## src/hdl/jdms_pkg.sv

```systemverilog
package jdms_pkg;

	localparam int unsigned CFG_IDX_W = 2;
	localparam int unsigned CFG_DATA_W = 16;

	localparam logic [CFG_IDX_W-1:0] CFG_DEAD_ZONE = 2'd0;
	localparam logic [CFG_IDX_W-1:0] CFG_DEBOUNCE_MS = 2'd1;
	localparam logic [CFG_IDX_W-1:0] CFG_FLIPPER_ANGLE = 2'd2;

	localparam logic [6:0] DEAD_ZONE_RST = 7'd15;
	localparam logic [15:0] DEBOUNCE_RST = 16'd150;
	localparam logic [6:0] FLIPPER_ANGLE_RST = 7'd75;

	localparam logic [7:0] SERVO_CENTER = 8'd90;
	localparam logic [7:0] SERVO_MAX = 8'd180;
	localparam logic [7:0] DUTY_MAX = 8'd255;

	localparam logic [1:0] DIR_STOP = 2'd0;
	localparam logic [1:0] DIR_FWD = 2'd1;
	localparam logic [1:0] DIR_REV = 2'd2;

	typedef struct packed {
		logic link_up;
		logic stop_button;
		logic safety_button;
		logic flip_button;
		logic drum_button;
		logic signed [7:0] stick_x;
		logic signed [7:0] stick_y;
		logic [31:0] time_ms;
	} in_item_t;

	typedef struct packed {
		logic [1:0] left_dir;
		logic [7:0] left_duty;
		logic [1:0] right_dir;
		logic [7:0] right_duty;
		logic drum_run;
		logic [7:0] servo_left_deg;
		logic [7:0] servo_right_deg;
		logic led_on;
		logic stop_latched;
		logic safe_mode;
	} out_item_t;

endpackage

```

## src/hdl/jdms_if.sv

```systemverilog
interface jdms_in_if;
	logic valid;
	logic ready;
	jdms_pkg::in_item_t data;

	modport source(output valid, output data, input ready);
	modport sink(input valid, input data, output ready);
endinterface

interface jdms_out_if;
	logic valid;
	logic ready;
	jdms_pkg::out_item_t data;

	modport source(output valid, output data, input ready);
	modport sink(input valid, input data, output ready);
endinterface

interface jdms_cfg_if;
	logic valid;
	logic ready;
	logic [jdms_pkg::CFG_IDX_W-1:0] index;
	logic [jdms_pkg::CFG_DATA_W-1:0] wdata;

	modport source(output valid, output index, output wdata, input ready);
	modport sink(input valid, input index, input wdata, output ready);
endinterface

```

## src/hdl/joystick_drive_mixer_with_safety_unit.sv

```systemverilog
// Every poll but an active diagonal one goes from idle straight to the done state; a diagonal
// first passes through two squaring steps, 12 square-root steps and two scaling steps.
// A new poll is taken only in the idle state; the diagonal steps all use the single
// 12x12 multiplier that the sequencer reuses for squares, root trials and duty scaling.
// A finished result waits in the output register while the next poll is taken.
// Reset (arst_n low): safety engaged, e-stop clear, toggles off, servos at 90, registers default.
module joystick_drive_mixer_with_safety_unit (
	input logic clk,
	input logic arst_n,
	jdms_in_if.sink drive_in,
	jdms_out_if.source drive_out,
	jdms_cfg_if.sink cfg
);
	import jdms_pkg::*;

	typedef enum logic [2:0] {
		ST_IDLE,
		ST_SQX,
		ST_SQY,
		ST_ROOT,
		ST_SCL,
		ST_SCR,
		ST_DONE
	} state_t;

	state_t state_q;

	logic [6:0] dz_q;
	logic [15:0] db_q;
	logic [6:0] fa_q;

	logic was_linked_q, estop_q, safety_q, drum_q, flipper_q, led_q;
	logic [31:0] flip_t_q, drum_t_q;
	logic [7:0] servo_l_q, servo_r_q;

	out_item_t res_q;
	logic [7:0] ax_q, ay_q;
	logic [15:0] sum_q;
	logic [11:0] root_q;
	logic [3:0] cnt_q;

	// next values computed from the incoming beat
	in_item_t d;
	logic [7:0] ax, ay;
	logic cx, cy, flip_ok, drum_ok, go_diag, safe_a, safe_b;
	logic nx_linked, nx_estop, nx_safety, nx_drum, nx_flipper, nx_led;
	logic [31:0] nx_flip_t, nx_drum_t;
	logic [7:0] nx_servo_l, nx_servo_r, hi_deg;
	out_item_t res_n;

	// shared multiplier
	logic [11:0] mul_a, mul_b, trial;
	logic [23:0] prod;
	logic [7:0] scaled;

	logic out_load;

	function automatic logic [7:0] map_axis(input logic [7:0] a);
		logic [15:0] w;
		w = {a, 8'd0} - {8'd0, a};
		return w[14:7];
	endfunction

	assign drive_in.ready = (state_q == ST_IDLE);
	assign cfg.ready = 1'b1;
	assign out_load = (state_q == ST_DONE) && (!drive_out.valid || drive_out.ready);

	always_comb begin
		d = drive_in.data;
		ax = d.stick_x[7] ? (8'd0 - d.stick_x) : d.stick_x;
		ay = d.stick_y[7] ? (8'd0 - d.stick_y) : d.stick_y;
		cx = (ax < {1'b0, dz_q});
		cy = (ay < {1'b0, dz_q});
		flip_ok = d.flip_button && ((d.time_ms - flip_t_q) > {16'd0, db_q});
		drum_ok = d.drum_button && ((d.time_ms - drum_t_q) > {16'd0, db_q});
		hi_deg = SERVO_CENTER + {1'b0, fa_q};
		safe_a = was_linked_q ? safety_q : 1'b1;
		safe_b = safe_a ^ d.safety_button;

		nx_linked = was_linked_q;
		nx_estop = estop_q;
		nx_safety = safety_q;
		nx_drum = drum_q;
		nx_flipper = flipper_q;
		nx_led = led_q;
		nx_flip_t = flip_t_q;
		nx_drum_t = drum_t_q;
		nx_servo_l = servo_l_q;
		nx_servo_r = servo_r_q;
		go_diag = 1'b0;

		res_n.left_dir = DIR_STOP;
		res_n.left_duty = 8'd0;
		res_n.right_dir = DIR_STOP;
		res_n.right_duty = 8'd0;
		res_n.drum_run = 1'b0;

		if (!d.link_up) begin
			nx_linked = 1'b0;
		end else begin
			nx_linked = 1'b1;
			nx_safety = safe_a;
			if (d.stop_button || estop_q) begin
				nx_estop = 1'b1;
				nx_safety = 1'b1;
			end else begin
				nx_safety = safe_b;
				if (safe_b) begin
					nx_led = 1'b1;
				end else begin
					if (flip_ok) begin
						nx_flipper = ~flipper_q;
						nx_flip_t = d.time_ms;
					end
					if (drum_ok) begin
						nx_drum = ~drum_q;
						nx_drum_t = d.time_ms;
					end
					if (cx && cy) begin
						res_n.left_dir = DIR_STOP;
						res_n.right_dir = DIR_STOP;
					end else if (cy) begin
						res_n.left_dir = (d.stick_x > 0) ? DIR_FWD : DIR_REV;
						res_n.right_dir = (d.stick_x > 0) ? DIR_REV : DIR_FWD;
						res_n.left_duty = map_axis(ax);
						res_n.right_duty = map_axis(ax);
					end else if (cx) begin
						res_n.left_dir = d.stick_y[7] ? DIR_REV : DIR_FWD;
						res_n.right_dir = d.stick_y[7] ? DIR_REV : DIR_FWD;
						res_n.left_duty = map_axis(ay);
						res_n.right_duty = map_axis(ay);
					end else begin
						// duties here are pre-scale; the sequencer scales them by the magnitude
						go_diag = 1'b1;
						res_n.left_dir = (d.stick_y > 0) ? DIR_FWD : DIR_REV;
						res_n.right_dir = (d.stick_y > 0) ? DIR_FWD : DIR_REV;
						res_n.left_duty = (d.stick_x > 0) ? DUTY_MAX : map_axis(ay);
						res_n.right_duty = (d.stick_x > 0) ? map_axis(ay) : DUTY_MAX;
					end
					res_n.drum_run = nx_drum;
					if (nx_flipper) begin
						nx_servo_l = (hi_deg > SERVO_MAX) ? SERVO_MAX : hi_deg;
						nx_servo_r = ({1'b0, fa_q} > SERVO_CENTER) ? 8'd0
							: (SERVO_CENTER - {1'b0, fa_q});
					end else begin
						nx_servo_l = SERVO_CENTER;
						nx_servo_r = SERVO_CENTER;
					end
					nx_led = 1'b0;
				end
			end
		end

		res_n.servo_left_deg = nx_servo_l;
		res_n.servo_right_deg = nx_servo_r;
		res_n.led_on = nx_led;
		res_n.stop_latched = nx_estop;
		res_n.safe_mode = nx_safety;
	end

	always_comb begin
		trial = root_q | (12'd1 << cnt_q);
		case (state_q)
			ST_SQX: begin
				mul_a = {4'd0, ax_q};
				mul_b = {4'd0, ax_q};
			end
			ST_SQY: begin
				mul_a = {4'd0, ay_q};
				mul_b = {4'd0, ay_q};
			end
			ST_ROOT: begin
				mul_a = trial;
				mul_b = trial;
			end
			ST_SCL: begin
				mul_a = {4'd0, res_q.left_duty};
				mul_b = root_q;
			end
			ST_SCR: begin
				mul_a = {4'd0, res_q.right_duty};
				mul_b = root_q;
			end
			default: begin
				mul_a = 12'd0;
				mul_b = 12'd0;
			end
		endcase
		prod = mul_a * mul_b;
		// duty * s / 2048, saturate at full duty
		scaled = (prod[23:19] != 5'd0) ? DUTY_MAX : prod[18:11];
	end

	always_ff @(posedge clk or negedge arst_n) begin
		if (!arst_n) begin
			state_q <= ST_IDLE;
			dz_q <= DEAD_ZONE_RST;
			db_q <= DEBOUNCE_RST;
			fa_q <= FLIPPER_ANGLE_RST;
			was_linked_q <= 1'b0;
			estop_q <= 1'b0;
			safety_q <= 1'b1;
			drum_q <= 1'b0;
			flipper_q <= 1'b0;
			led_q <= 1'b0;
			flip_t_q <= 32'd0;
			drum_t_q <= 32'd0;
			servo_l_q <= SERVO_CENTER;
			servo_r_q <= SERVO_CENTER;
			res_q <= '0;
			ax_q <= 8'd0;
			ay_q <= 8'd0;
			sum_q <= 16'd0;
			root_q <= 12'd0;
			cnt_q <= 4'd0;
			drive_out.valid <= 1'b0;
			drive_out.data <= '0;
		end else begin
			if (cfg.valid) begin
				case (cfg.index)
					CFG_DEAD_ZONE: dz_q <= cfg.wdata[6:0];
					CFG_DEBOUNCE_MS: db_q <= cfg.wdata;
					CFG_FLIPPER_ANGLE: fa_q <= cfg.wdata[6:0];
					default: ;
				endcase
			end

			// load the finished result, or drop the beat once taken
			if (out_load) begin
				drive_out.valid <= 1'b1;
				drive_out.data <= res_q;
			end else if (drive_out.valid && drive_out.ready) begin
				drive_out.valid <= 1'b0;
			end

			case (state_q)
				ST_IDLE: begin
					if (drive_in.valid) begin
						was_linked_q <= nx_linked;
						estop_q <= nx_estop;
						safety_q <= nx_safety;
						drum_q <= nx_drum;
						flipper_q <= nx_flipper;
						led_q <= nx_led;
						flip_t_q <= nx_flip_t;
						drum_t_q <= nx_drum_t;
						servo_l_q <= nx_servo_l;
						servo_r_q <= nx_servo_r;
						res_q <= res_n;
						ax_q <= ax;
						ay_q <= ay;
						state_q <= go_diag ? ST_SQX : ST_DONE;
					end
				end
				ST_SQX: begin
					sum_q <= prod[15:0];
					state_q <= ST_SQY;
				end
				ST_SQY: begin
					sum_q <= sum_q + prod[15:0];
					root_q <= 12'd0;
					cnt_q <= 4'd11;
					state_q <= ST_ROOT;
				end
				ST_ROOT: begin
					// keep the trial bit while its square does not exceed (x^2 + y^2) * 256
					if (prod <= {sum_q, 8'd0}) begin
						root_q <= trial;
					end
					if (cnt_q == 4'd0) begin
						state_q <= ST_SCL;
					end else begin
						cnt_q <= cnt_q - 4'd1;
					end
				end
				ST_SCL: begin
					res_q.left_duty <= scaled;
					state_q <= ST_SCR;
				end
				ST_SCR: begin
					res_q.right_duty <= scaled;
					state_q <= ST_DONE;
				end
				ST_DONE: begin
					if (out_load) begin
						state_q <= ST_IDLE;
					end
				end
				default: state_q <= ST_IDLE;
			endcase
		end
	end

endmodule

```

## src/flat_wrapper.sv

```systemverilog
// flat-port wrapper written by rule: the top's interface ports become plain ports
module joystick_drive_mixer_with_safety_unit_flat import jdms_pkg::*;
  (clk, arst_n, drive_in_valid, drive_in_data, drive_in_ready, drive_out_valid, drive_out_data, drive_out_ready, cfg_valid, cfg_index, cfg_wdata, cfg_ready);
  jdms_in_if drive_in_i ();
  jdms_out_if drive_out_i ();
  jdms_cfg_if cfg_i ();
  input logic clk;
  input logic arst_n;
  input wire logic [$bits(drive_in_i.valid)-1:0] drive_in_valid;
  input wire logic [$bits(drive_in_i.data)-1:0] drive_in_data;
  output wire logic [$bits(drive_in_i.ready)-1:0] drive_in_ready;
  output wire logic [$bits(drive_out_i.valid)-1:0] drive_out_valid;
  output wire logic [$bits(drive_out_i.data)-1:0] drive_out_data;
  input wire logic [$bits(drive_out_i.ready)-1:0] drive_out_ready;
  input wire logic [$bits(cfg_i.valid)-1:0] cfg_valid;
  input wire logic [$bits(cfg_i.index)-1:0] cfg_index;
  input wire logic [$bits(cfg_i.wdata)-1:0] cfg_wdata;
  output wire logic [$bits(cfg_i.ready)-1:0] cfg_ready;
  assign drive_in_i.valid = drive_in_valid;
  assign drive_in_i.data = drive_in_data;
  assign drive_in_ready = drive_in_i.ready;
  assign drive_out_valid = drive_out_i.valid;
  assign drive_out_data = drive_out_i.data;
  assign drive_out_i.ready = drive_out_ready;
  assign cfg_i.valid = cfg_valid;
  assign cfg_i.index = cfg_index;
  assign cfg_i.wdata = cfg_wdata;
  assign cfg_ready = cfg_i.ready;
  joystick_drive_mixer_with_safety_unit u_core (.clk(clk), .arst_n(arst_n), .drive_in(drive_in_i), .drive_out(drive_out_i), .cfg(cfg_i));
endmodule
```

## config.mk

```make
export PLATFORM = sky130hd
export DESIGN_NAME = joystick_drive_mixer_with_safety_unit_flat
export DESIGN_NICKNAME = d
export VERILOG_FILES = /design/src/hdl/jdms_pkg.sv /design/src/hdl/jdms_if.sv /design/src/hdl/joystick_drive_mixer_with_safety_unit.sv /design/src/flat_wrapper.sv
export SDC_FILE = /design/constraint.sdc
export NUM_CORES = 1
export LEC_CHECK = 0
export BUFFER_PORTS_ARGS = -buffer_cell sky130_fd_sc_hd__buf_2
export CAP_MARGIN = 40
export CORE_ASPECT_RATIO = 0.5
export CORE_MARGIN = 1.5
export CORE_UTILIZATION = 30
export CTS_CLUSTER_SIZE = 40
export DETAILED_ROUTE_END_ITERATION = 16
export PLACE_DENSITY_LB_ADDON = 0.12
export SYNTH_ARGS = -nofsm -noshare
export SYNTH_HDL_FRONTEND = slang
export SYNTH_SLANG_ARGS = --single-unit
```

## constraint.sdc

```tcl
create_clock -name clk -period 12.4 [get_ports clk]
set_input_delay 2.48 -clock clk [delete_from_list [all_inputs] [get_ports clk]]
set_output_delay 2.48 -clock clk [all_outputs]
set_load 0.01 [all_outputs]
```

[Word level (Yosys, flattened, before mapping)]
Cells that the tools add are included.
Widths: inputs -> output; s select.
Operators by class
  equality and inequality tests: 13
  bitwise operators: 6
  reduce and logical (&&, ||, !) cells: 30
  multiply operators: 1
  magnitude comparators: 9
  $add $sub $neg: 10
  multiplexer cells: 65
  shifts and indexed selects: 1
Operators by type and width (count)
  $mux 8: 17
  $gt 32x16->1: 2
  $sub 32x32->32: 2
  $mux 21: 3
  $pmux 12 s5: 1
  $pmux 12 s4: 1
  $mux 20: 2
  $mux 38: 1
  $pmux 16 s2: 1
  $pmux 8 s2: 2
  $sub 15x8->15: 2
  $le 24x24->1: 1
  $mul 12x12->24: 1
  $pmux 12 s2: 1
  $mux 1: 22
  $pmux 3 s7: 1
  $add 16x16->16: 1
  $gt 8x1->1 const B: 2
  $lt 8x7->1: 2
  $reduce_and 2->1: 8
  $sub 1x8->8 const A: 2
  $mux 12: 1
  $mux 2: 6
  $mux 3: 4
  30 further kinds: 49
Storage, ports and cells
  bits in registers: 246
  bits of input ports: 76
  word-level logic and storage cells: 173
  output and inout bits: 43

[Depth between registers and ports, before layout]
  depth after elaboration: 13
  depth in mapped cells: 39
  gate-level depth less buffers: 38

[Worst setup path before layout]
OpenSTA, ideal clock, no wires.
  path type: reg2reg
  from: reg u_core.state_q[2]
  to: reg u_core.root_q[10]
  arrival: 7959 ps
  path buffers: 4
  path slack: 4374 ps
  stages on the path, launching flop included: 37
  library setup time: 67 ps
  required time: 12333 ps
  period minus slack after synthesis: 8026 ps
  path through: dfrtp_1 -> clkbuf_1 -> nor2b_1 -> clkbuf_1 -> nor2b_1 -> clkbuf_1 -> clkbuf_1 -> a221o_1 -> nand2_1 -> fa_1 -> fa_1 -> inv_1 -> fa_1 -> fa_1 -> inv_1 -> fa_1 -> inv_1 -> ha_1 -> a21o_1 -> a21oi_1 -> o21bai_1 -> a31oi_1 -> nand2_1 -> or2_2 -> a211oi_1 -> nor2_1 -> ha_1 -> a21o_1 -> a21o_1 -> a21oi_1 -> nor2b_1 -> o21ai_0 -> nand2b_1 -> a21oi_1 -> a2bb2oi_1 -> nor3b_1 -> a22o_1
Between the ends
  word-level cells in the longest chain between the ends: 7
  elaborated cells between the ends (all ways): 14
  classes of those cells: 1 x mul; 1 x order compare; 6 x eq/ne; 3 x mux; 3 x reduce/logical
Ends and longest elaborated chain
  start, declared: line joystick_drive_mixer_with_safety_unit.sv:26  | state_t state_q;
  start signal, assigned: line joystick_drive_mixer_with_safety_unit.sv:252  | state_q <= go_diag ? ST_SQX : ST_DONE;
  $eq 3x3->1: line joystick_drive_mixer_with_safety_unit.sv:163  | case (state_q)
  $reduce_or 2->1 (no line)
  $pmux 12 s4: line joystick_drive_mixer_with_safety_unit.sv:163
  $mul 12x12->24: line joystick_drive_mixer_with_safety_unit.sv:189  | prod = mul_a * mul_b;
  $le 24x24->1: line joystick_drive_mixer_with_safety_unit.sv:267  | if (prod <= {sum_q, 8'd0}) begin
  $ne 2x1->1 (no line)
  $reduce_and 2->1 (no line)
  end signal, assigned: line joystick_drive_mixer_with_safety_unit.sv:268  | root_q <= trial;
  end, declared: line joystick_drive_mixer_with_safety_unit.sv:39  | logic [11:0] root_q;
Several ways; a longest one is shown, not always the timed one.
A chain may end at the register's enable or synchronous reset.

[Final worst setup path]
  from: reg u_core.state_q[1]
  to: reg u_core.root_q[5]
Same word-level chain as after synthesis.

==> impl_metrics.csv <==
group,metric,value,unit
clock_tree,cts_inserted_buffers,28,
placement,io_buffers,117,
detailed_routing,wl_per_cell,18.0,um
detailed_routing,postRouteAntennaNets,0,
cells_and_area,regArea,5980,um^2
clock_tree,post_cts_buffers,0,
floorplan,rows,69,
worst_setup_path,crit_family,"adder cells",
synth,avgSynthCellArea,8.82,um^2
synth,synthMuxAreaShare,5.73,%
timing,final_max_slew_viol_count,0,
timing,finClkSkew,32.3,ps
global_route,grt_pass1_vias,17541,
synth,yosys_most_used_dff,"dfrtp_1",
clock_tree,cts_hold_buf,0,
cells_and_area,multi_input_area,14000,um^2
synth,synth_warnings,0,
timing,slew_headroom,24.8,%
timing,fin_crit_sh,75.2,%
timing,finalSetupViolCount,0,
synth,synth_cells,2429,
timing,rsz0062_at_grt,"false",
hold_path,min_from,"u_core.res_q[0]$_DFFE_PN0P_",
timing,period_minus_slack,9330,ps
synth,yosys.area_share.adder,21.9,%
floorplan,initial_utilization,30.3,%
worst_setup_path,cp_num_buf_inv,4,
floorplan,pin_count,119,
global_route,grt_pass1_wl,100000,um
synth,ys_seq_area_share,27.9,%
cells_and_area,nFillCells,7438,
placement,gp_congestion,0.847,
cells_and_area,diodes,0,
worst_setup_path,cp_slowest_cell,"dfrtp_1",
synth,synth_top_family_by_area,"adder cells",
synth,synth_cell_type_count,77,
worst_setup_path,crit_fanout,20,
timing,fmax,107,MHz
global_route,grt_overflow,0,
global_route,antenna_found_initial,1,
detailed_routing,drc,0,
worst_setup_path,crit_arrival,9790,ps
clock_tree,root_buffer,"clkbuf_16",
clock_tree,clkSinkCount,238,
clock_tree,h-tree-depth,1,
timing,tightestPinTransition,1130,ps
worst_setup_path,crit_start,"u_core.state_q[1]$_DFFE_PN0P_",
floorplan,chipWidth,381,um
worst_setup_path,path_common_cell,"fa_1",
worst_setup_path,criticalPathCategory,"flip-flop to flip-flop",
worst_setup_path,max_stage_delay,730,ps
floorplan,core_area,70800,um^2
timing,fin_tns_setup,0,ps
worst_setup_path,r2r-start,"u_core.state_q[1]$_DFFE_PN0P_",
cells_and_area,drive_gt1_share,13.9,%
synth,synth-xor-area-share,4.00,%
floorplan,die_area,73100,um^2
synth,synthArstFlopShare,100,%
synth,synth-simple-area-share,14.5,%
clock_tree,clkTransAtPathRegs,60,ps
global_route,grt_max_degree,160,
detailed_routing,dr.pass1.iters,5,
clock_tree,cts_buffer_depth,3,
synth,syn_nets,2819,
clock_tree,cts-resized-gates,0,
flow_run,drv_cap,0,
worst_setup_path,critPathCaptureType,"flip-flop",
synth,yosys_register_bits,238,
detailed_routing,vias,17482,
placement,dp_hpwl,49700,um
status,status,"complete, no violations",
detailed_routing,finalWirelength,62700,um
cells_and_area,fin_nets,2895,
cells_and_area,area_delta_synth_final,12.6,%
synth,synth_edf_count,0,
detailed_routing,detailedRoute.firstIterationViolations,1150,
detailed_routing,via_per_inst,5.02,
worst_setup_path,startpoint_type,"flip-flop",
timing,hold_viol_final,0,
global_route,grt_use_total,17.1,%
clock_tree,cts_tree,"done",
worst_setup_path,critical_path_required,12850,ps
synth,synth_compound_area_share,19.2,%
synth,synth_area,21400,um^2
hold_path,holdCritPathClass,"flip-flop to flip-flop",
clock_tree,clock_latency,590,ps
floorplan,die_h,192,um
cell families after synthesis:
group,count (synthesis)
simple gates,658
mux,110
flops,238
other cells,1
fa+ha+maj,314
xor+xnor,98
compound gates,637
buf+inv,373
final timing paths:
check / cells past startpoint / slack, ps / endpoint
setup / recovery: 31 / 3070 / u_core.root_q[5]$_DFFE_PN0P_
hold / removal: 2 / 480 / u_core.res_q[0]$_DFFE_PN0P_
setup reg to reg: 31 / 3070 / u_core.root_q[5]$_DFFE_PN0P_
hold reg to reg: 2 / 480 / u_core.res_q[0]$_DFFE_PN0P_
max in group asynchronous: 2 / 9080 / u_core.drum_t_q[4]$_DFFE_PN0P_
min in group asynchronous: 1 / 1880 / u_core.drive_out.data[33]$_DFFE_PN0P_
synthesized netlist by cell type (20+ instances only):
library cell | number | share of area [%]
nand2b_1 | 24 | 0.70
nor4_1 | 20 | 0.58
a21o_1 | 64 | 2.2
mux2_2 | 101 | 5.3
o21ai_0 | 128 | 3.0
nor3_1 | 43 | 1.0
dfrtp_1 | 217 | 25
a211oi_1 | 37 | 1.3
clkbuf_1 | 89 | 1.6
xor2_1 | 38 | 1.6
nand3_1 | 32 | 0.75
fa_1 | 103 | 9.6
a21oi_1 | 185 | 4.3
nor2b_1 | 28 | 0.82
nor2_1 | 163 | 2.9
o21a_1 | 31 | 1.1
inv_1 | 266 | 4.7
dfstp_2 | 21 | 2.6
xnor2_1 | 60 | 2.5
nand4_1 | 38 | 1.1
ha_1 | 211 | 12
a221oi_1 | 23 | 0.94
nand2_1 | 226 | 4.0
stage by stage:
stage | utilization (%) | setup WS (ps) | area, um^2 | hold slack, ps | cells
5_1_grt | 34.1 | 2310 | 24100 | 498 | 3484
6_report | 34.1 | 3070 | 24100 | 477 | 3484
3_5_place_dp | 32.7 | 3130 | 23100 | 466 | 3433
4_1_cts | 34.1 | 3090 | 24100 | 481 | 3484
2_1_floorplan | - | 4370 | 21400 | 438 | 2429
3_3_place_gp | 32.5 | 3140 | 23000 | 462 | 3419
sequential cells by signal, indices dropped and copies added (netlist names), 3 cells and up, named ones only:
name and cells:
u_core.fa_q 7, u_core.root_q 12, u_core.res_q 30, u_core.servo_r_q 4, u_core.state_q 3, u_core.sum_q 16, u_core.servo_l_q 4, u_core.drive_out.data 40
u_core.drum_t_q 32, u_core.db_q 16, u_core.dz_q 7, u_core.cnt_q 4, u_core.ax_q 8, u_core.ay_q 8, u_core.flip_t_q 32
layout make-up:
class | count | area share, %
clock buffers | 35 | 3.22
clock inverters | 16 | 0.949
inverters | 266 | 4.14
multi-input cells | 1818 | 58.2
flip-flops and latches | 238 | 24.8
well taps | 958 | 4.97
repair buffers | 153 | 3.78
worst min-delay path: cells and delay by family, from the launching register on:
kind	cells	cell delay, ps
AND/OR/NAND/NOR	1	50
flip-flops	1	340
AO/OA/AOI/OAI	1	50
placed cells by master, fill, tap and decap left out, types with 38 or more instances in the layout:
| cell | instances |
|---|---|
| xnor2_1 | 60 |
| dfrtp_1 | 217 |
| nor3_1 | 42 |
| xor2_1 | 38 |
| nand4_1 | 38 |
| mux2_2 | 101 |
| inv_1 | 266 |
| o21ai_0 | 128 |
| nand2_1 | 226 |
| nor2_1 | 163 |
| a21o_1 | 64 |
| fa_1 | 103 |
| a21oi_1 | 185 |
| ha_1 | 211 |
| buf_2 | 121 |
metal layers:
metal / vias to the layer above / part of all wire, % / global-route usage, %
met4: 0 / 1.5 / 2.68
met2: 227 / 48 / 30.2
met3: 64 / 2.9 / 2.13
li1: 8659 / - / -
met1: 8532 / 47 / 22.7
met5: - / 0 / 0
Power is not shown: default switching activity piles up to over one toggle a cycle in this logic, so the estimate is an artifact.
